$ cat config.mk
export PLATFORM = sky130hd
export DESIGN_NAME = arl_front
export DESIGN_NICKNAME = d
export VERILOG_FILES = /design/src/design/arl_pkg.sv /design/src/design/arl_front.sv
export SDC_FILE = /design/constraint.sdc
export NUM_CORES = 1
export LEC_CHECK = 0
export BUFFER_PORTS_ARGS = -buffer_cell sky130_fd_sc_hd__buf_4
export CAP_MARGIN = 20
export CORE_MARGIN = 5
export CORE_UTILIZATION = 31
export DETAILED_ROUTE_END_ITERATION = 10
export PLACE_DENSITY = 0.95
export SLEW_MARGIN = 5
export SYNTH_ARGS = -nofsm -noshare
export SYNTH_HDL_FRONTEND = slang
export SYNTH_SLANG_ARGS = --single-unit
$ cat constraint.sdc
create_clock -name vclk -period 2.12
set_clock_uncertainty 0.1 [all_clocks]
set_input_delay 0.318 -clock vclk [all_inputs]
set_output_delay 0.318 -clock vclk [all_outputs]
set_load 0.02 [all_outputs]
$ cat src/design/arl_pkg.sv
// arl_pkg: shared types, register indexes and constants for the actuator rate limiter
// no dependencies
`timescale 1ns / 1ps
`default_nettype none

package arl_pkg;

	localparam int QUEUE_DEPTH = 4;
	localparam int DATA_W      = 16;
	localparam int APB_AW      = 4;
	localparam int APB_DW      = 32;

	typedef enum logic [1:0] {
		REG_SLEW_RATE   = 2'd0,
		REG_LIMIT_LOW   = 2'd1,
		REG_LIMIT_HIGH  = 2'd2,
		REG_INPUT_BOUND = 2'd3
	} reg_idx_t;

	localparam logic        [DATA_W-1:0] SLEW_RATE_RESET  = 16'd2048;
	localparam logic signed [DATA_W-1:0] LIMIT_LOW_RESET  = -16'sd4915;
	localparam logic signed [DATA_W-1:0] LIMIT_HIGH_RESET = 16'sd4915;

	// 3.0 in Q.15, scaled from 3 - 2|x|
	localparam logic [16:0] SHAPE_K = 17'd98304;
	// smoothing gain 10 rad^-1 seen from Q.14 error into Q.16
	localparam logic [5:0]  SMOOTH_GAIN = 6'd40;
	// 1.0 in Q.16
	localparam logic [16:0] SMOOTH_MAX = 17'd65536;

	typedef struct packed {
		logic        [DATA_W-1:0] slew_rate;
		logic signed [DATA_W-1:0] limit_low;
		logic signed [DATA_W-1:0] limit_high;
		logic                     input_bound;
	} cfg_t;

	typedef struct packed {
		logic              neg;
		logic [DATA_W-1:0] mag;
		logic [DATA_W-1:0] dt;
	} item_t;

	typedef struct packed {
		logic full;
		logic empty;
	} q_stat_t;

endpackage

`default_nettype wire

$ cat src/design/arl_front.sv
// arl_front: input side, accepts command items and splits them into sign and magnitude
// depends on arl_pkg
`timescale 1ns / 1ps
`default_nettype none

module arl_front (
	input  wire logic                 push,
	output logic                      full,
	input  wire logic signed [15:0]   command,
	input  wire logic        [15:0]   tick_seconds,
	input  wire arl_pkg::q_stat_t     q_stat,
	output logic                      q_wr,
	output arl_pkg::item_t            q_item
);

	assign full        = q_stat.full;
	assign q_wr        = push & ~q_stat.full;
	assign q_item.neg  = command[15];
	// magnitude of the most negative command is 32768, still fits unsigned
	assign q_item.mag  = command[15] ? (~command + 16'd1) : command;
	assign q_item.dt   = tick_seconds;

endmodule

`default_nettype wire

# Word level (Yosys, flattened, before mapping)
# Cells that the tools add are included.
# Widths: inputs -> output; s select.
# word_totals
input_bits	35
reg_bits	0
word_cells	5
output_inout_bits	35
# op_classes
muxes	1
n_bitwise	3
n_addsub	1
# op_table
cell	n
$add 16x1->16 const B	1
$mux 16	1
$not 16->16	1
$and 1x1->1	1
$not 1->1	1

# Logic depth before layout (Yosys ltp)
# depth
depth_word	3
mapped_depth	5
depth_no_buf	5

# Worst setup path before layout
# Ideal clock, no wire load.
# synth_path
kind	input -> output
from	in command[8]
to	out q_item[31] in the netlist's numbering
stages	3
path_buffers	0
slack_ps	-339
required_ps	1702
arrival_ps	2041
path_cell_list	or4_4 > or4_4 > nor4_1
# synth_lines
item	line_no	source
start, declared	arl_front.sv:9	input wire logic signed [15:0] command,
end, declared	arl_front.sv:13	output arl_pkg::item_t q_item

==> qor.txt <==
Hold Vio Cnt, Final = 0
Crit-path max FO = 3
Syn avg cell area = 7.348 µm²
Multiplexer share of the synthesized area = 0
Finished Cell Area = 770.7 µm²
Hpwl dp = 1188 µm
Rel. slew slack = 0.8051
Die Y = 48.65 µm
Iteration-0 DRC Markers = 5
WP buf/inv = 2
Fin. max-slew vios = 0
Fillers = 146
Vias in the first global route = 521
Synth unique cells = 17
DR WL/cell = 13.01 µm
Placed cell area = 700.7 µm²
N_diodes = 0
Hold path depth = 0
Tightest Pin Transition = 0.2892 ns
Pin count of the biggest net entering global routing = 18
Max-capacitance violation count = 0
CP Capture Type = primary output
Initial antenna violation count = 0
Min Tclk post-route = 2.322 ns
Power Density = 262.7 nW/µm²
Detail Route Antenna Nets = 0
Sequential cell count = 0
Post-Synth XOR/XNOR Area = 0.2459
Complex-gate fraction of the synthesized area = 0.1757
Cell mode on critical path = or4_4
Post-Synth Simple-Gate Area = 0.2108
Area delta synth->final = 66.49%
Drt pass-1 iters = 3
Clock buffer count = 0
Io pins = 70
CP startpoint kind = input pin
Total Neg Setup Slack = -0.5065 ns
CTS Hold Buffers Added = 0
Status = finished with violations
Failing checks = negative setup slack
Grt peak-use layer = met2
CP max stage delay = 0.53 ns
Stages on the worst setup path = 6
GRT Residual Overflow = 0
Die Footprint = 2366 µm²
Placed Instances = 104
Delay-heaviest family, CP = simple AND/OR/NAND/NOR gates
Worst min path class = input pin to primary output
Final wirelength = 1366 µm
Most frequent cells in the layout = 44 x buf_4, 11 x xnor2_1, 6 x nand2_1
Sequential share of the synthesized area = 0
Synth Instances = 63
IO Port Bufs = 37
RSZ-0062 raised after global routing = true
Syn Nets = 99
Largest family of logic cells by synthesized area = buffers and inverters
Via count = 510
Grt met1 use = 0.1066
Met3 usage in global routing = 0.03067
Remaining DRCs = 0
Final setup fails = 3
Layout net count = 127
Leading cell type in the layout, fill and taps excluded = buf_4
Final setup margin = -0.2015 ns
Gr usage total = 0.1078
Core box area = 1454 µm²
Row cnt = 14
WP data required = 1.70 ns
Die W = 48.65 µm
RePlAce Congestion = 0.7704
Worst setup path class = input pin to primary output
Non-Filler Instances = 105
Register Area = 0 µm²
Fmax = 0.4308 GHz
CP Cell Sequence = buf_6 > or4_4 > or4_4 > o31ai_4 > xnor2_2 > buf_4
Layout cells sized above 1 = 0.6629
Leak = 0.0003517 µW
Ys Warns = 0
Initial core utilization = 0.3184
Global-route wire length before repair = 2263 µm
Worst EP arrival = 1.90 ns
Final worst path period share = 1.095
Slowest-stage cell, CP = or4_4
Peak VDD IR = 0.1189 mV
Vias per cell = 4.857
Synth Area in Adders = 0.02703
Met2 GRT Util = 0.2152
Synthesized cell area = 462.9 µm²
## synthesized netlist by cell type (all sizes together)
library cell / number / area share
buf: 20 / 0.32
ha: 1 / 0.027
inv: 2 / 0.016
nand2: 7 / 0.062
nand2b: 2 / 0.027
nand3b: 1 / 0.016
nor2: 2 / 0.016
nor2b: 1 / 0.014
nor4: 2 / 0.027
o21ai: 4 / 0.043
o31ai: 4 / 0.095
o41ai: 2 / 0.038
or4: 2 / 0.049
xnor2: 13 / 0.25
## path summary, 6_finish.rpt
| check | start | end |
|---|---|---|
| setup / recovery | command[8] | q_item[30] |
| hold / removal | tick_seconds[2] | q_item[2] |
## per-stage QoR
step	power (µW)	util	worst slack [ns]	hold slack, ns
after detailed placement	193.8	0.4819	-0.2663	0.5361
after global placement	189.3	0.4819	-0.2335	0.5361
after CTS	199.8	0.5129	-0.2070	0.5361
final	202.5	0.5301	-0.2015	0.5360
after global routing	216.5	0.5301	-0.2434	0.5360
after floorplan	141.2	-	-0.02826	0.5730
## area by class of cell
type,instances,area (µm²),area share
Timing Repair Buffer,46,352.8,0.4578
Inverter,2,7.507,0.009740
Tap cell,16,20.02,0.02597
Multi-Input combinational cell,41,390.4,0.5065
## where the power goes
| part | internal [µW] | total, µW | switching, µW |
|---|---|---|---|
| clock | 0 | 0 | 0 |
| sequential | 0 | 0 | 0 |
| combinational | 99.5 | 202 | 103 |
## per-layer routing
metal,vias to the layer above,part of all wire
met4,0,0.020
met1,228,0.33
met2,28,0.55
li1,248,-
met3,6,0.090
met5,-,0
## cell families (layout without fill, tap and decap cells)
logic type      count (synthesis)  in the layout
buf+inv                        22             48
simple gates                   17             17
xor+xnor                       13             13
compound gates                 10             10
fa+ha+maj                       1              1
## what timing repair did
action | 4_1_cts | 5_1_grt
setup buffers | 1 | 0
setup endpoints to repair | 7 | 6
gates resized for setup | 7 | 3
pin swaps | 2 | 0
(Power assumes the default switching activity.)
