File: src/design/arl_pkg.sv
// arl_pkg: shared types, register indexes and constants for the actuator rate limiter
// no dependencies
`timescale 1ns / 1ps
`default_nettype none

package arl_pkg;

	localparam int QUEUE_DEPTH = 4;
	localparam int DATA_W      = 16;
	localparam int APB_AW      = 4;
	localparam int APB_DW      = 32;

	typedef enum logic [1:0] {
		REG_SLEW_RATE   = 2'd0,
		REG_LIMIT_LOW   = 2'd1,
		REG_LIMIT_HIGH  = 2'd2,
		REG_INPUT_BOUND = 2'd3
	} reg_idx_t;

	localparam logic        [DATA_W-1:0] SLEW_RATE_RESET  = 16'd2048;
	localparam logic signed [DATA_W-1:0] LIMIT_LOW_RESET  = -16'sd4915;
	localparam logic signed [DATA_W-1:0] LIMIT_HIGH_RESET = 16'sd4915;

	// 3.0 in Q.15, scaled from 3 - 2|x|
	localparam logic [16:0] SHAPE_K = 17'd98304;
	// smoothing gain 10 rad^-1 seen from Q.14 error into Q.16
	localparam logic [5:0]  SMOOTH_GAIN = 6'd40;
	// 1.0 in Q.16
	localparam logic [16:0] SMOOTH_MAX = 17'd65536;

	typedef struct packed {
		logic        [DATA_W-1:0] slew_rate;
		logic signed [DATA_W-1:0] limit_low;
		logic signed [DATA_W-1:0] limit_high;
		logic                     input_bound;
	} cfg_t;

	typedef struct packed {
		logic              neg;
		logic [DATA_W-1:0] mag;
		logic [DATA_W-1:0] dt;
	} item_t;

	typedef struct packed {
		logic full;
		logic empty;
	} q_stat_t;

endpackage

`default_nettype wire

File: src/design/arl_regs.sv
// arl_regs: apb configuration registers of the actuator rate limiter
// depends on arl_pkg
`timescale 1ns / 1ps
`default_nettype none

module arl_regs (
	input  wire logic                        clk,
	input  wire logic                        arst_n,
	input  wire logic                        psel,
	input  wire logic                        penable,
	input  wire logic                        pwrite,
	input  wire logic [arl_pkg::APB_AW-1:0]  paddr,
	input  wire logic [arl_pkg::APB_DW-1:0]  pwdata,
	output logic      [arl_pkg::APB_DW-1:0]  prdata,
	output logic                             pready,
	output arl_pkg::cfg_t                    cfg
);

	arl_pkg::cfg_t     cfg_q;
	arl_pkg::reg_idx_t idx;
	logic              wr_en;

	assign idx    = arl_pkg::reg_idx_t'(paddr[3:2]);
	assign wr_en  = psel & penable & pwrite;
	assign pready = 1'b1;
	assign cfg    = cfg_q;

	always_ff @(posedge clk or negedge arst_n) begin
		if (!arst_n) begin
			cfg_q.slew_rate   <= arl_pkg::SLEW_RATE_RESET;
			cfg_q.limit_low   <= arl_pkg::LIMIT_LOW_RESET;
			cfg_q.limit_high  <= arl_pkg::LIMIT_HIGH_RESET;
			cfg_q.input_bound <= 1'b1;
		end else if (wr_en) begin
			unique case (idx)
				arl_pkg::REG_SLEW_RATE:   cfg_q.slew_rate   <= pwdata[15:0];
				arl_pkg::REG_LIMIT_LOW:   cfg_q.limit_low   <= pwdata[15:0];
				arl_pkg::REG_LIMIT_HIGH:  cfg_q.limit_high  <= pwdata[15:0];
				arl_pkg::REG_INPUT_BOUND: cfg_q.input_bound <= pwdata[0];
			endcase
		end
	end

	always_comb begin
		unique case (idx)
			arl_pkg::REG_SLEW_RATE:   prdata = {16'b0, cfg_q.slew_rate};
			arl_pkg::REG_LIMIT_LOW:   prdata = {{16{cfg_q.limit_low[15]}}, cfg_q.limit_low};
			arl_pkg::REG_LIMIT_HIGH:  prdata = {{16{cfg_q.limit_high[15]}}, cfg_q.limit_high};
			arl_pkg::REG_INPUT_BOUND: prdata = {31'b0, cfg_q.input_bound};
		endcase
	end

endmodule

`default_nettype wire

File: config.mk
export PLATFORM = sky130hd
export DESIGN_NAME = arl_regs
export DESIGN_NICKNAME = d
export VERILOG_FILES = /design/src/design/arl_pkg.sv /design/src/design/arl_regs.sv
export SDC_FILE = /design/constraint.sdc
export NUM_CORES = 1
export LEC_CHECK = 0
export BUFFER_PORTS_ARGS = -buffer_cell sky130_fd_sc_hd__buf_2
export CAP_MARGIN = 20
export CORE_ASPECT_RATIO = 0.5
export CORE_UTILIZATION = 45
export CTS_CLUSTER_DIAMETER = 50
export DETAILED_ROUTE_END_ITERATION = 10
export MAX_ROUTING_LAYER = met4
export PLACE_DENSITY = 0.77
export SETUP_SLACK_MARGIN = 0.15
export SLEW_MARGIN = 20
export SYNTH_ARGS = -nofsm -noshare
export SYNTH_HDL_FRONTEND = slang
export SYNTH_SLANG_ARGS = --single-unit
File: constraint.sdc
create_clock -name clk -period 2.1 [get_ports clk]
set_input_delay 0.42 -clock clk [delete_from_list [all_inputs] [get_ports clk]]
set_output_delay 0.42 -clock clk [all_outputs]
set_load 0.03 [all_outputs]
== Word-level counts from Yosys, hierarchy flattened ==
Cells that the tools add are included.
W data, S select, Z words.

* Add/subtract/negate cells: 0
* $mul: 0
* Divide/modulo/power cells: 0
* Order comparisons: 0
* Equality and inequality tests: 3
* Shifts and indexed selects: 0
* Muxes and demuxes: 1
* Bitwise gates (word level): 2
* Reduce and logical (&&, ||, !) cells: 5

{| class="wikitable"
|+ Operators with widths
! operator !! number
|-
| $pmux W32 S4 || 1
|-
| $reduce_and A2 Y1 || 4
|-
| $eq A2 B2 Y1 const B || 2
|-
| $and A1 B1 Y1 || 2
|-
| $eq A2 B1 Y1 const B || 1
|-
| $logic_not A2 Y1 || 1
|}

* Register bits after elaboration: 49
* Latch bits: 0
* Bits in writable memories: 0
* ROM bits: 0
* Input bits: 41
* Logic and storage cells: 15
* Memories kept: 0

== Longest topological paths before layout ==
* Depth in word-level cells: 3
* Gate-level depth with buffers: 5
* Depth with buffers taken out: 3

== Worst setup path before layout ==
No wires, ideal clock.

* Path kind: input to output
* Start point: in paddr[2] (netlist name)
* End point: out prdata[17] (netlist name)
* Arrival: 2091 ps
* Slack: -411 ps
* Cell stages on the path: 4
* Buffers on the path: 2
* Path through: buf_2 nand2_1 o2bb2ai_1 buf_4

* Longest elaborated chain between the ends: 2
* Elaborated cells on any way between the ends: 5

{| class="wikitable"
|+ Ends and longest elaborated chain
! element !! line !! source
|-
| start, declared || arl_regs.sv:12 || <nowiki>input wire logic [arl_pkg::APB_AW-1:0] paddr,</nowiki>
|-
| $eq A2 B2 Y1, or another cell as far along || arl_regs.sv:45 || <nowiki>unique case (idx)</nowiki>
|-
| $pmux W32 S4 * || arl_regs.sv:45 ||
|-
| end, declared || arl_regs.sv:14 || <nowiki>output logic [arl_pkg::APB_DW-1:0] prdata,</nowiki>
|}

Every way passes the cells marked *; elsewhere a longest branch is shown, timed or not.

== Worst setup path after layout ==
* Start point: reg cfg_q, in the netlist cfg[32]
* End point: out prdata[19] (netlist name)

* Longest elaborated chain between the ends: 1

{| class="wikitable"
|+ Ends and longest elaborated chain
! element !! line !! source
|-
| start, declared || arl_regs.sv:19 || <nowiki>arl_pkg::cfg_t cfg_q;</nowiki>
|-
| $pmux W32 S4 || arl_regs.sv:45 ||
|}

Every way passes these cells.

==> results by group <==
Yosys
  – Register bit count reported by yosys: 49
  – EDFF count, synth: 0
  – Most instantiated library cell after synthesis: sky130_fd_sc_hd__mux2_2
  – Commonest cells post-synth: sky130_fd_sc_hd__mux2_2 (39), sky130_fd_sc_hd__dfrtp_1 (30), sky130_fd_sc_hd__dfstp_2 (19)
  – Biggest area contributors in the synthesized netlist: sky130_fd_sc_hd__dfrtp_1 (31%), sky130_fd_sc_hd__dfstp_2 (21%), sky130_fd_sc_hd__mux2_2 (18%)
  – Average instance area after synthesis: 13.4 um2
  – Net count of the mapped netlist: 220
  – Portion of synthesized cell area occupied by the leading cell type: 31.2%
  – Proportion of synthesized flip-flops having asynchronous set or reset: 100%
  – Syn. warnings: 0
  – Dominant synthesized flop cell: sky130_fd_sc_hd__dfrtp_1
  – Most area-hungry cell type in the Yosys netlist: sky130_fd_sc_hd__dfrtp_1
  – Register area share after synthesis: 51.9%
  – Syn Inst Count: 179
  – Syn Std Cell Area: 2410 um2
  – Distinct cell type count after synthesis: 24

Clock tree
  – Clock network latency to the later pin of the worst-skew pair: 0.30 ns
  – Reg clk slew, reported paths: 0.10 ns
  – Deepest level of the CTS H-tree: 2
  – Clock tree from TritonCTS: built
  – Number of buffers created by CTS: 5
  – CTS root buf: sky130_fd_sc_hd__clkbuf_8
  – Maximum clock path buffer count: 2
  – TritonCTS sink count: 49

Layout
  – Signed area change from the synthesized netlist to the final layout: 27.3%
  – Number of antenna cells inserted: 0
  – Final std cell area, no fill: 3060 um2
  – Net count of the finished layout: 322
  – Number of flip-flops in the largest register: 49
  – Cell Count, Final, Fillers Out: 352
  – Layout cell share with drive strength beyond 1: 71.3%

GRT
  – Vias in the first global route: 1675
  – Maximum number of pins on one net before global-route repair: 23
  – Antenna violations before repair: 0
  – First-pass GRT wire length: 8160 um
  – Total gr overflow: 0
  – Total Routing Usage GR: 19.6%

Power
  – Share of power burned in combinational logic: 42.6%
  – Cell-internal power: 0.00198 W
  – Static leakage: 1.58 nW
  – Reg power frac: 40.7%
  – Switching power: 0.00146 W
  – Share of total power in the clock network: 16.7%
  – Sw Share: 42.6%
  – Pwr dens: 1120 nW/um2
  – Max rail drop VDD: 0.000426 V

Floorplanning
  – Die H: 53.7 um
  – Width of the chip: 105 um
  – Initial core utilization: 47.7%
  – Number of placed I/O pins: 123
  – Site row count: 18
  – Die Footprint: 5660 um2
  – CORE AREA: 5040 um2

Setup path
  – Worst Path Arrival: 1.46 ns
  – Largest driver fanout on the critical path: 9
  – Type of element launching the critical path: flop
  – Required time worst endpoint: 1.68 ns
  – Endpoint kind of the worst setup timing path: output port
  – WS Path Type: flop to output port

STA
  – Number of failing setup endpoints in the final timing report: 0
  – Maximum clock frequency: 531 MHz
  – Final period demand of the worst path: 1.88 ns
  – Period utilisation layout: 89.6%
  – Final number of hold-violating endpoints: 0
  – Final Skew: 0 ns
  – RSZ-0062 raised after global routing: false
  – Max-slew violation count: 0
  – Setup total negative slack: 0 ns

Status
  – Result of the run: finished clean

Run
  – Max-capacitance violation count: 0

Place
  – Weighted congestion at the end of routability-driven global placement: 0.717
  – DP HPWL: 4050 um
  – Post-DP Area: 2940 um2
  – Count of buffers inserted at the top-level ports: 103
  – Cell count after placement: 341

Routing
  – Routed Antenna Nets: 0
  – Post-detailed-routing wire length: 5300 um
  – Via density per instance: 5.04
  – Number of vias after detailed routing: 1774
  – Number of violations reported at the end of detailed-routing iteration 0: 60
  – Number of design rule violations left after detail routing: 0
  – Number of detailed-routing iterations run before antenna repair: 4
  – Detail-routed net length per standard cell: 15.0 um

Min path
  – Hold WC Path Type: input port to flop
-- power groups by stage --
stage	clock [W]	combinational [W]	sequential, W
3_3_place_gp	0	0.00144	0.00140
6_report	0.000574	0.00147	0.00140
2_1_floorplan	0	0.000640	0.00185
5_1_grt	0.000631	0.00155	0.00143
4_1_cts	0.000592	0.00147	0.00140
3_5_place_dp	0	0.00146	0.00142
-- cell usage in the layout (no fill, tap or decap) --
cell / n
sky130_fd_sc_hd__a21o_1: 1
sky130_fd_sc_hd__buf_2: 103
sky130_fd_sc_hd__buf_4: 16
sky130_fd_sc_hd__clkbuf_8: 5
sky130_fd_sc_hd__clkinvlp_4: 1
sky130_fd_sc_hd__conb_1: 1
sky130_fd_sc_hd__dfrtp_1: 30
sky130_fd_sc_hd__dfstp_2: 19
sky130_fd_sc_hd__dlygate4sd3_1: 1
sky130_fd_sc_hd__inv_1: 1
sky130_fd_sc_hd__inv_6: 2
sky130_fd_sc_hd__mux2_2: 39
sky130_fd_sc_hd__mux2_4: 10
sky130_fd_sc_hd__mux2i_1: 14
sky130_fd_sc_hd__mux4_2: 1
sky130_fd_sc_hd__nand2_1: 15
sky130_fd_sc_hd__nand3_2: 1
sky130_fd_sc_hd__nand4_1: 1
sky130_fd_sc_hd__nor2_1: 2
sky130_fd_sc_hd__nor2_2: 1
sky130_fd_sc_hd__nor2b_4: 1
sky130_fd_sc_hd__nor3_4: 1
sky130_fd_sc_hd__o21ai_0: 5
sky130_fd_sc_hd__o21ai_1: 9
sky130_fd_sc_hd__o2bb2ai_4: 1
sky130_fd_sc_hd__or3_1: 1
-- layout make-up --
class / instances / area [um2]
clock buffers: 5 / 68.8
clock inverters: 3 / 25.0
flip-flops and latches: 49 / 1250
inverters: 1 / 3.75
multi-input cells: 104 / 983
well taps: 70 / 87.6
repair buffers: 120 / 646
fillers: 420 / 1980
-- cell families after synthesis --
group | Yosys count | share of synthesized area, %
simple gates | 23 | 4.78
flops | 49 | 51.9
buf+inv | 26 | 8.32
mux | 64 | 31.2
other cells | 1 | 0.156
compound gates | 16 | 3.59
-- per-stage QoR --
step / total power [W] / worst slack (ns) / hold slack (ns) / util, %
floorplan: 0.00249 / 0.178 / 0.124 / -
finish: 0.00344 / 0.218 / 0.363 / 60.7
CTS: 0.00346 / 0.158 / 0.361 / 60.3
global placement: 0.00284 / 0.176 / 0.285 / 58.3
global route: 0.00361 / 0.145 / 0.350 / 60.7
detailed placement: 0.00288 / 0.192 / 0.285 / 58.3
-- metal layers --
metal	track usage (%)	up-vias	part of all wire (%)	wire length [um]
met3	4.12	5	4.7	248
met4	3.99	0	0.64	34
met5	-	-	0	0
met2	35.5	54	52	2740
met1	23.3	903	43	2270
li1	-	812	-	-
-- what timing repair did --
item	CTS	global route
endpoints found under the hold margin	6	0
buffers inserted	0	2
gates resized for setup	0	1
pin swaps	1	1
hold buffers	1	0
endpoints found under the setup margin	1	24
gates cloned	0	0
-- critical path: stages (launching register included) --
cell	delay (ns)
sky130_fd_sc_hd__dfstp_2	0.55
sky130_fd_sc_hd__nand2_1	0.08
sky130_fd_sc_hd__o2bb2ai_4	0.18
sky130_fd_sc_hd__buf_4	0.16
sky130_fd_sc_hd__buf_2	0.20
-- path summary, 6_finish.rpt --
check	start	endpoint	slack, ns	cells past startpoint
worst max-delay path	cfg[32]$_DFFE_PN1P_	prdata[19]	0.22	4
worst min-delay path	pwdata[12]	cfg[45]$_DFFE_PN0P_	0.36	2
worst max register to register	cfg[16]$_DFFE_PN0P_	cfg[16]$_DFFE_PN0P_	1.29	1
worst min register to register	cfg[4]$_DFFE_PN0P_	cfg[4]$_DFFE_PN0P_	0.53	1
max in group asynchronous	arst_n	cfg[31]$_DFFE_PN1P_	1.00	3
min in group asynchronous	arst_n	cfg[41]$_DFFE_PN0P_	0.49	2
Power figures use the tool's default switching activity.
