===== src/design/arl_pkg.sv =====
// arl_pkg: shared types, register indexes and constants for the actuator rate limiter
// no dependencies
`timescale 1ns / 1ps
`default_nettype none

package arl_pkg;

	localparam int QUEUE_DEPTH = 4;
	localparam int DATA_W      = 16;
	localparam int APB_AW      = 4;
	localparam int APB_DW      = 32;

	typedef enum logic [1:0] {
		REG_SLEW_RATE   = 2'd0,
		REG_LIMIT_LOW   = 2'd1,
		REG_LIMIT_HIGH  = 2'd2,
		REG_INPUT_BOUND = 2'd3
	} reg_idx_t;

	localparam logic        [DATA_W-1:0] SLEW_RATE_RESET  = 16'd2048;
	localparam logic signed [DATA_W-1:0] LIMIT_LOW_RESET  = -16'sd4915;
	localparam logic signed [DATA_W-1:0] LIMIT_HIGH_RESET = 16'sd4915;

	// 3.0 in Q.15, scaled from 3 - 2|x|
	localparam logic [16:0] SHAPE_K = 17'd98304;
	// smoothing gain 10 rad^-1 seen from Q.14 error into Q.16
	localparam logic [5:0]  SMOOTH_GAIN = 6'd40;
	// 1.0 in Q.16
	localparam logic [16:0] SMOOTH_MAX = 17'd65536;

	typedef struct packed {
		logic        [DATA_W-1:0] slew_rate;
		logic signed [DATA_W-1:0] limit_low;
		logic signed [DATA_W-1:0] limit_high;
		logic                     input_bound;
	} cfg_t;

	typedef struct packed {
		logic              neg;
		logic [DATA_W-1:0] mag;
		logic [DATA_W-1:0] dt;
	} item_t;

	typedef struct packed {
		logic full;
		logic empty;
	} q_stat_t;

endpackage

`default_nettype wire


===== src/design/arl_queue.sv =====
// arl_queue: short item queue between the front and back of the rate limiter
// depends on arl_pkg
`timescale 1ns / 1ps
`default_nettype none

module arl_queue #(
	parameter int DEPTH = arl_pkg::QUEUE_DEPTH
) (
	input  wire logic           clk,
	input  wire logic           arst_n,
	input  wire logic           wr_en,
	input  wire arl_pkg::item_t wr_item,
	input  wire logic           rd_en,
	output arl_pkg::item_t      rd_item,
	output arl_pkg::q_stat_t    stat
);

	localparam int AW = (DEPTH > 1) ? $clog2(DEPTH) : 1;
	localparam int CW = $clog2(DEPTH + 1);

	arl_pkg::item_t mem_q [DEPTH];
	logic [AW-1:0]  wr_ptr_q;
	logic [AW-1:0]  rd_ptr_q;
	logic [CW-1:0]  cnt_q;
	logic           do_wr;
	logic           do_rd;

	assign stat.full  = (cnt_q == CW'(DEPTH));
	assign stat.empty = (cnt_q == '0);
	assign do_wr      = wr_en & ~stat.full;
	assign do_rd      = rd_en & ~stat.empty;
	assign rd_item    = mem_q[rd_ptr_q];

	always_ff @(posedge clk) begin
		if (do_wr) begin
			mem_q[wr_ptr_q] <= wr_item;
		end
	end

	always_ff @(posedge clk or negedge arst_n) begin
		if (!arst_n) begin
			wr_ptr_q <= '0;
			rd_ptr_q <= '0;
			cnt_q    <= '0;
		end else begin
			if (do_wr) begin
				wr_ptr_q <= (wr_ptr_q == AW'(DEPTH - 1)) ? '0 : wr_ptr_q + AW'(1);
			end
			if (do_rd) begin
				rd_ptr_q <= (rd_ptr_q == AW'(DEPTH - 1)) ? '0 : rd_ptr_q + AW'(1);
			end
			if (do_wr & ~do_rd) begin
				cnt_q <= cnt_q + CW'(1);
			end else if (do_rd & ~do_wr) begin
				cnt_q <= cnt_q - CW'(1);
			end
		end
	end

endmodule

`default_nettype wire


===== config.mk =====
export PLATFORM = sky130hd
export DESIGN_NAME = arl_queue
export DESIGN_NICKNAME = d
export VERILOG_FILES = /design/src/design/arl_pkg.sv /design/src/design/arl_queue.sv
export SDC_FILE = /design/constraint.sdc
export NUM_CORES = 1
export LEC_CHECK = 0
export ABC_CLOCK_PERIOD_IN_PS = 7750
export BUFFER_PORTS_ARGS = -buffer_cell sky130_fd_sc_hd__buf_2
export CAP_MARGIN = 0
export CORE_MARGIN = 4
export CORE_UTILIZATION = 60
export CTS_CLUSTER_SIZE = 28
export DETAILED_ROUTE_END_ITERATION = 7
export PLACE_DENSITY = 0.8
export SYNTH_ARGS = -nofsm -noshare
export SYNTH_HDL_FRONTEND = slang
export SYNTH_SLANG_ARGS = --single-unit
export TNS_END_PERCENT = 5

===== constraint.sdc =====
create_clock -name clk -period 7.75 [get_ports clk]
set_input_delay 0.3875 -clock clk [delete_from_list [all_inputs] [get_ports clk]]
set_output_delay 0.3875 -clock clk [all_outputs]
set_load 0.005 [all_outputs]

Yosys cells after proc, flatten, opt, wreduce, memory -nomap -nowiden
Memories as Yosys holds them, arrays and structs flattened.
Index checks and enable logic that the tools add are counted.
{"block": "op_classes", "muxes": 6, "shift": 0, "bitwise": 8, "reduce_logical": 2, "order_cmp": 0, "n_eq_ne": 3, "multipliers": 0, "div": 0, "n_addsub": 4}
{"op": "$mux W3", "n": 2}
{"op": "$add A2 B1 Y2 const B", "n": 2}
{"op": "$and A1 B1 Y1", "n": 4}
{"op": "$eq A2 B2 Y1 const B", "n": 2}
{"op": "$mux W2", "n": 2}
{"op": "$not A1 Y1", "n": 4}
{"op": "$add A3 B1 Y3 const B", "n": 1}
{"op": "$eq A3 B3 Y1 const B", "n": 1}
{"op": "$logic_not A3 Y1", "n": 1}
{"op": "$sub A3 B1 Y3 const B", "n": 1}
{"op": "$mux W1", "n": 2}
{"op": "$reduce_bool A2 Y1", "n": 1}
{"block": "totals", "ramBits": 132, "latchBits": 0, "in_bits": 37, "memories": 1, "word_cells": 27, "output_inout_bits": 35, "ff_bits": 7, "mem_bits_ro": 0}
{"memory": "mem_q", "words": 4, "word_bits": 33, "rd": 1, "rd_clocked_by_memory_dff": 0, "wr": 1, "line_no": "arl_queue.sv:21", "rtl": "arl_pkg::item_t mem_q [DEPTH];"}

Depth between registers and ports, before layout
Gate-level depths: netlist of the first run.
{"block": "logic_depth", "depth_word": 7, "ltp_mapped": 8, "depth_no_buf": 8}

Least setup slack after synthesis of the first run
No wires, ideal clock.
{"block": "synth_path", "path_kind": "flip-flop to flip-flop", "startpoint": "register wr_ptr_q[0]", "endpoint": "memory mem_q[3][0] (netlist name) (enable)", "t_arrival_ns": 2.008, "setup_time_ns": 0.424, "stages_incl_launch_ff": 4, "path_buffers": 0, "setup_slack_ns": 5.318, "path_cell_list": "dfrtp_1 > ha_1 > nand2_1 > nor2_1"}
{"item": "start, declared", "line_no": "arl_queue.sv:22", "rtl": "logic [AW-1:0] wr_ptr_q;"}
{"item": "start signal, assigned", "line_no": "arl_queue.sv:47", "rtl": "wr_ptr_q <= (wr_ptr_q == AW'(DEPTH - 1)) ? '0 : wr_ptr_q + AW'(1);"}
{"item": "end, declared", "line_no": "arl_queue.sv:21"}
Straight into the memory's write port.

==> results of run 1 <==
[power groups by stage]
stage               Sequential [W]  Combinational (W)  Clock, W
floorplan                  0.00105           0.000436         0
global placement           0.00109           0.000591         0
detailed placement         0.00111           0.000599         0
CTS                        0.00109           0.000602  0.000765
global route               0.00111           0.000645  0.000801
finish                     0.00109           0.000585  0.000753
[worst paths after layout]
| check | cells after the start | end |
|---|---|---|
| hold reg to reg | 1 | cnt_q[2]$_DFFE_PN0P_ |
| setup reg to reg | 7 | cnt_q[2]$_DFFE_PN0P_ |
| setup / recovery | 3 | rd_item[8] |
| min in group asynchronous | 2 | cnt_q[0]$_DFFE_PN0P_ |
| max in group asynchronous | 2 | rd_ptr_q[0]$_DFFE_PN0P_ |
| hold / removal | 1 | mem_q[0][7]$_DFFE_PP_ |
[critical path: cells and delay by family (launching register included)]
kind                   cells  cell delay [ns]
muxes                      1             0.60
DFF                        1             0.33
buffers and inverters      2             0.71
[what timing repair did]
| action | in CTS | in global routing |
|---|---|---|
| hold endpoints to repair | 7 | 0 |
| endpoints found under the setup margin | 0 | 0 |
| hold buffers | 1 | 0 |
[flip-flops by register name (all words and copies together), names as in the netlist]
register	flops
cnt_q	3
mem_q	132
wr_ptr_q	2
rd_ptr_q	2
[kinds of logic (layout without fill, tap and decap cells)]
logic type | Yosys count | after routing | share of synthesized area, %
buffers and inverters | 11 | 108 | 1.46
DFF | 139 | 139 | 79.2
xor gates and xnor gates | 3 | 3 | 0.503
adders and majority gates | 7 | 7 | 1.82
and+or+nand+nor | 11 | 11 | 1.46
muxes | 37 | 37 | 15.2
AOI/OAI and AO/OA | 2 | 2 | 0.383
[metrics by stage]
step / worst slack, ns / area [µm²]
detailed placement: 5.61 / 5670
CTS: 5.13 / 6250
floorplan: 5.32 / 5230
finish: 5.20 / 6250
global placement: 5.68 / 5670
global route: 5.03 / 6250
[routing by layer]
metal,global-route usage (%),vias up
met3,6.34,9
li1,-,1059
met5,0,-
met1,23.6,1221
met2,30.6,71
met4,6.44,0
[placed cells by master, fill, tap and decap left out]
cell / count
edfxtp_1: 132
buf_2: 71
mux4_2: 33
clkbuf_16: 16
ha_1: 6
dfrtp_1: 5
clkinvlp_4: 4
inv_1: 3
and2_2: 3
clkinv_4: 3
nor3_1: 2
mux2_1: 2
nor2_1: 2
mux2_4: 2
xor2_1: 2
bufinv_16: 2
inv_6: 2
clkinv_1: 2
dfrtp_2: 2
nor3b_4: 1
nor2b_4: 1
nand2_1: 1
nor2_4: 1
o31ai_2: 1
xnor2_1: 1
a21o_1: 1
fa_1: 1
clkbuf_8: 1
clkbuf_1: 1
clkinv_2: 1
dlygate4sd3_1: 1
buf_4: 1
[cell type report]
class / instances / area (µm²) / share of cell area (%)
well taps: 105 / 131 / 2.10
multi-input cells: 60 / 1020 / 16.4
flip-flops and latches: 139 / 4140 / 66.3
inverters: 3 / 11.3 / 0.180
repair buffers: 73 / 373 / 5.97
clock inverters: 14 / 146 / 2.34
clock buffers: 18 / 418 / 6.69
==> summary.md, run 1 <==
| Metric | Value |
|---|---|
| Status | `finished clean` |
| Crit-path max cell delay | `0.60 ns` |
| Hold path startpoint | `wr_item[7]` |
| Vias per cell | `5.73` |
| Drt pass-1 iters | `4` |
| Layout Cells excl Fill | `412` |
| Min Tclk post-route | `2.55 ns` |
| Cell Rows | `33` |
| Count of cell types in the netlist | `20` |
| Inst Count DP | `379` |
| Met1 wire length | `3.39 mm` |
| First-pass GRT wire length | `13.6 mm` |
| Synth top area cells | `edfxtp_1 76%, mux4_2 14%, dfrtp_1 3.4%` |
| Post-synth ARST share | `5.04%` |
| H-tree depth | `4` |
| WL met2 | `4.54 mm` |
| Cell count after synthesis | `210` |
| Root Driver | `clkbuf_8` |
| Final Util | `74.9%` |
| Post-Synthesis Cell Area | `5230 µm²` |
| Initial antenna violation count | `0` |
| Nets | `338` |
| Initial DRC count | `136` |
| Via count of the routed design | `2360` |
| Routed WL | `8.58 mm` |
| Post-synthesis area per instance | `24.9 µm²` |
| Drt drc | `0` |
| Clock Latency Late Sink | `0.51 ns` |
| Max-cap violations | `0` |
| Sw Pwr | `0.000658 W` |
| Sequential cell fraction of total power | `44.8%` |
| Synth area leader | `edfxtp_1` |
| GP Congestion | `0.714` |
| Post-synthesis sequential area ratio | `79.2%` |
| Worst Hold Slack | `0.0871 ns` |
| Net Sw Frac | `27.1%` |
| DRT antenna net count | `0` |
| #FFs+latches synth | `139` |
| ANT cells | `0` |
| Die Span Y | `101 µm` |
| Input/output buffers | `71` |
| Grt ovf | `0` |
| Cts bufs inserted | `17` |
| Least-Margin Pin Slew | `1.04 ns` |
| Starting Density | `62.7%` |
| Internal power | `0.00177 W` |
| Clock buffer depth | `2` |
| Number of global-route vias before repair | `2591` |
| Final setup TNS | `0 ns` |
| DR WL/cell | `20.8 µm` |
| Post-synth EDFFs | `132` |
| Ys Warns | `0` |
| Largest net degree at the start of global routing | `37` |
| Total track usage | `18.7%` |
| Rel. slew slack | `30.7%` |
| Hpwl dp | `5.01 mm` |
| Top cells by count, synth | `132 x edfxtp_1, 33 x mux4_2, 7 x dfrtp_1` |
| Gates resized, CTS repair | `0` |
| Crit. Startpoint | `rd_ptr_q[0]$_DFFE_PN0P_` |
| Final period util | `33.0%` |
| Top Metal Used | `met4` |
| Primary FF master, synth | `edfxtp_1` |
| Critical Path Sink Type | `output pin` |
| Setup-failing EPs final | `0` |
| Tot Pwr | `0.00243 W` |
| Hold Vio Cnt, Final | `0` |
| Die X | `101 µm` |
| CP Data Arrival Time | `2.17 ns` |
| Cells along the critical path | `buf_4 -> mux4_2 -> buf_2` |
| Syn Nets | `254` |
| R2r startpoint | `cnt_q[0]$_DFFE_PN0P_` |
| Yosys top cell area share | `75.8%` |
| R2r setup slk | `5.62 ns` |
| Clk sinks | `139` |
| Area Overhead vs Synth | `19.5%` |
| Combinational share of power | `24.1%` |
| WL met3 | `562 µm` |
| Most frequent cell after synthesis | `edfxtp_1` |
| Largest fanout on the critical path | `36` |
| RSZ-0062 raised after global routing | `false` |
| CP Launch Type | `flop` |
| Worst-case clock skew | `0.00777 ns` |
| Power density cells | `388 nW/µm²` |
| CTS tree | `built` |
| Core Box Area | `8340 µm²` |
| CP max stage cell | `mux4_2` |
| Required @ worst endpoint | `7.36 ns` |
| Filler instances | `475` |
| Clock share of power | `31.0%` |
| Setup Crit Path Kind | `reg2out` |
| HP Class | `in2reg` |
| Pins Over Slew Limit | `0` |
| Die Area | `10300 µm²` |
| Postcts setup bufs | `0` |
| Ports | `72` |
| Peak Freq | `0.391 GHz` |
| Leak | `2.20 nW` |
| Layout cells sized above 1 | `47.2%` |
| Clk slew on worst S/H paths | `0.06 ns` |
| VDD IR max | `285 µV` |
Power figures use the tool's default switching activity.
==> run 2, diff against run 1 <==
Settings changed: ABC_CLOCK_PERIOD_IN_PS 7750 to 2500, CORE_UTILIZATION 60 to 56, PLACE_DENSITY 0.8 to 0.75.
Clock period 7.75 ns to 2.5 ns, I/O delays scaled along.
==> summary.md, run 2 (synthesis gave the netlist of run 1 again) <==
| Metric | Value |
|---|---|
| Hold Vio Cnt, Final | `0` |
| Cts bufs inserted | `17` |
| Setup Crit Path Kind | `reg2out` |
| Hold Path Depth | `3` |
| Vias per cell | `5.44` |
| Leak | `2.40 nW` |
| CP Data Arrival Time | `2.08 ns` |
| Area Overhead vs Synth | `28.4%` |
| Setup-failing EPs final | `0` |
| GP Congestion | `0.689` |
| Critical Path Sink Type | `output pin` |
| Worst r2r path cells | `7` |
| Drt pass-1 iters | `4` |
| Final setup TNS | `0 ns` |
| Die Span Y | `105 µm` |
| Initial antenna violation count | `0` |
| Hold Path End | `wr_ptr_q[1]$_DFFE_PN0P_` |
| Initial DRC count | `187` |
| Postcts setup bufs | `0` |
| Biggest regs | `mem_q (132), cnt_q (3)` |
| DR WL/cell | `19.9 µm` |
| Final period util | `88.3%` |
| Power density cells | `1150 nW/µm²` |
| Root Driver | `clkbuf_8` |
| Die X | `105 µm` |
| Critical R2R Capture | `cnt_q[2]$_DFFE_PN0P_` |
| Most frequent cells in the layout | `132 x edfxtp_1, 71 x buf_2, 36 x dlygate4sd3_1` |
| Largest fanout on the critical path | `19` |
| Layout cells sized above 1 | `44.0%` |
| CP Launch Type | `flop` |
| Required @ worst endpoint | `2.38 ns` |
| Hold path startpoint | `wr_en` |
| Cell Area, Placed | `5770 µm²` |
| ANT cells | `0` |
| Largest net degree at the start of global routing | `36` |
| First-pass GRT wire length | `14.7 mm` |
| VDD IR max | `702 µV` |
| R2r setup slk | `0.38 ns` |
| Rel. slew slack | `44.0%` |
| H-tree depth | `4` |
| Via count of the routed design | `2482` |
| Core Box Area | `8890 µm²` |
| Post-route cell area | `6710 µm²` |
| RSZ-0062 raised after global routing | `false` |
| CTS tree | `built` |
| Grt ovf | `0` |
| Routed WL | `9.10 mm` |
| Biggest register | `mem_q` |
| Input/output buffers | `71` |
| Worst-case clock skew | `0.00526 ns` |
| Drt drc | `0` |
| Cell Rows | `34` |
| Clock buffer depth | `2` |
| Dpl ws | `0.386 ns` |
| Min Tclk post-route | `2.21 ns` |
| Number of global-route vias before repair | `2679` |
| Max-cap violations | `0` |
| Clk slew on worst S/H paths | `0.06 ns` |
| Setup WS post-layout | `0.292 ns` |
| Die Area | `10900 µm²` |
| Gates resized, CTS repair | `0` |
| Least-Margin Pin Slew | `0.840 ns` |
| Clk sinks | `139` |
| DRT antenna net count | `0` |
| Peak Freq | `0.453 GHz` |
| Ports | `72` |
| Status | `finished clean` |
| Total track usage | `18.2%` |
| Pins Over Slew Limit | `0` |
| Largest register FFs | `132` |
| Nets | `379` |
| Clock Latency Late Sink | `0.50 ns` |
| HP Class | `in2reg` |
| Hpwl dp | `5.31 mm` |
| Commonest non-fill, non-tap cell in the layout | `edfxtp_1` |
| R2r startpoint | `cnt_q[0]$_DFFE_PN0P_` |
| Starting Density | `58.8%` |
## run 2: changes by cell type in the layout (fill, tap and decap cells not counted), sizes merged
cell | previous run | this run
dlygate4sd3 | 1 | 36
clkinvlp | 4 | 3
buf | 72 | 78
clkbuf | 18 | 17
inv | 5 | 7
## run 2: area by class of cell
type,instances,area [µm²]
clock buffers,17,414
clock inverters,15,168
fillers,510,2180
flip-flops and latches,139,4140
multi-input cells,60,1020
well taps,108,135
repair buffers,114,818
inverters,3,11.3
## run 2: through the flow
stage | hold slack [ns] | total power [W] | instances | utilization, %
floorplan | -0.171 | 0.00461 | 210 | -
global placement | -0.0304 | 0.00534 | 388 | 64.9
detailed placement | -0.0287 | 0.00539 | 388 | 64.9
global route | 0.0853 | 0.00813 | 456 | 75.5
finish | 0.0925 | 0.00773 | 456 | 75.5
CTS | 0.0672 | 0.00784 | 456 | 75.5
## run 2: critical path, cell delays in order (launching register included)
cell,delay (ns)
dfrtp_2,0.63
buf_12,0.26
mux4_2,0.54
buf_2,0.15
## run 2: report_power, final
| group | internal (W) | switching (W) | total, W | leakage, nW |
|---|---|---|---|---|
| logic | 0.00110 | 0.000840 | 0.00194 | 0.835 |
| registers | 0.00308 | 0.000326 | 0.00341 | 1.29 |
| clock network | 0.00144 | 0.000948 | 0.00239 | 0.275 |
## run 2: metal layers
layer  part of all wire, %  GRT usage [%]  vias to the layer above
li1                      -              -                     1137
met1                    41           23.2                     1260
met2                    53           30.4                       72
met3                   5.0           5.80                       13
met4                   1.1           5.34                        0
met5                     0              0                        -
## run 2: timing repair
action / in CTS / in global routing
setup endpoints to repair: 0 / 0
hold buffers: 36 / 0
hold endpoints to repair: 141 / 0
## run 2: how the worst max path moves through the flow
| stage | start | end | slack (ns) | cells after the start |
|---|---|---|---|---|
| 6_report | rd_ptr_q[0]$_DFFE_PN0P_ | rd_item[21] | 0.29 | 3 |
| 5_1_grt | rd_ptr_q[0]$_DFFE_PN0P_ | rd_item[21] | 0.15 | 3 |
| 4_1_cts | rd_ptr_q[0]$_DFFE_PN0P_ | rd_item[14] | 0.22 | 3 |
| 3_5_place_dp | cnt_q[0]$_DFFE_PN0P_ | cnt_q[2]$_DFFE_PN0P_ | 0.39 | 7 |
| 3_3_place_gp | cnt_q[0]$_DFFE_PN0P_ | cnt_q[2]$_DFFE_PN0P_ | 0.47 | 7 |
| 2_1_floorplan | wr_ptr_q[0]$_DFFE_PN0P_ | mem_q[3][0]$_DFFE_PP_ | 0.07 | 3 |
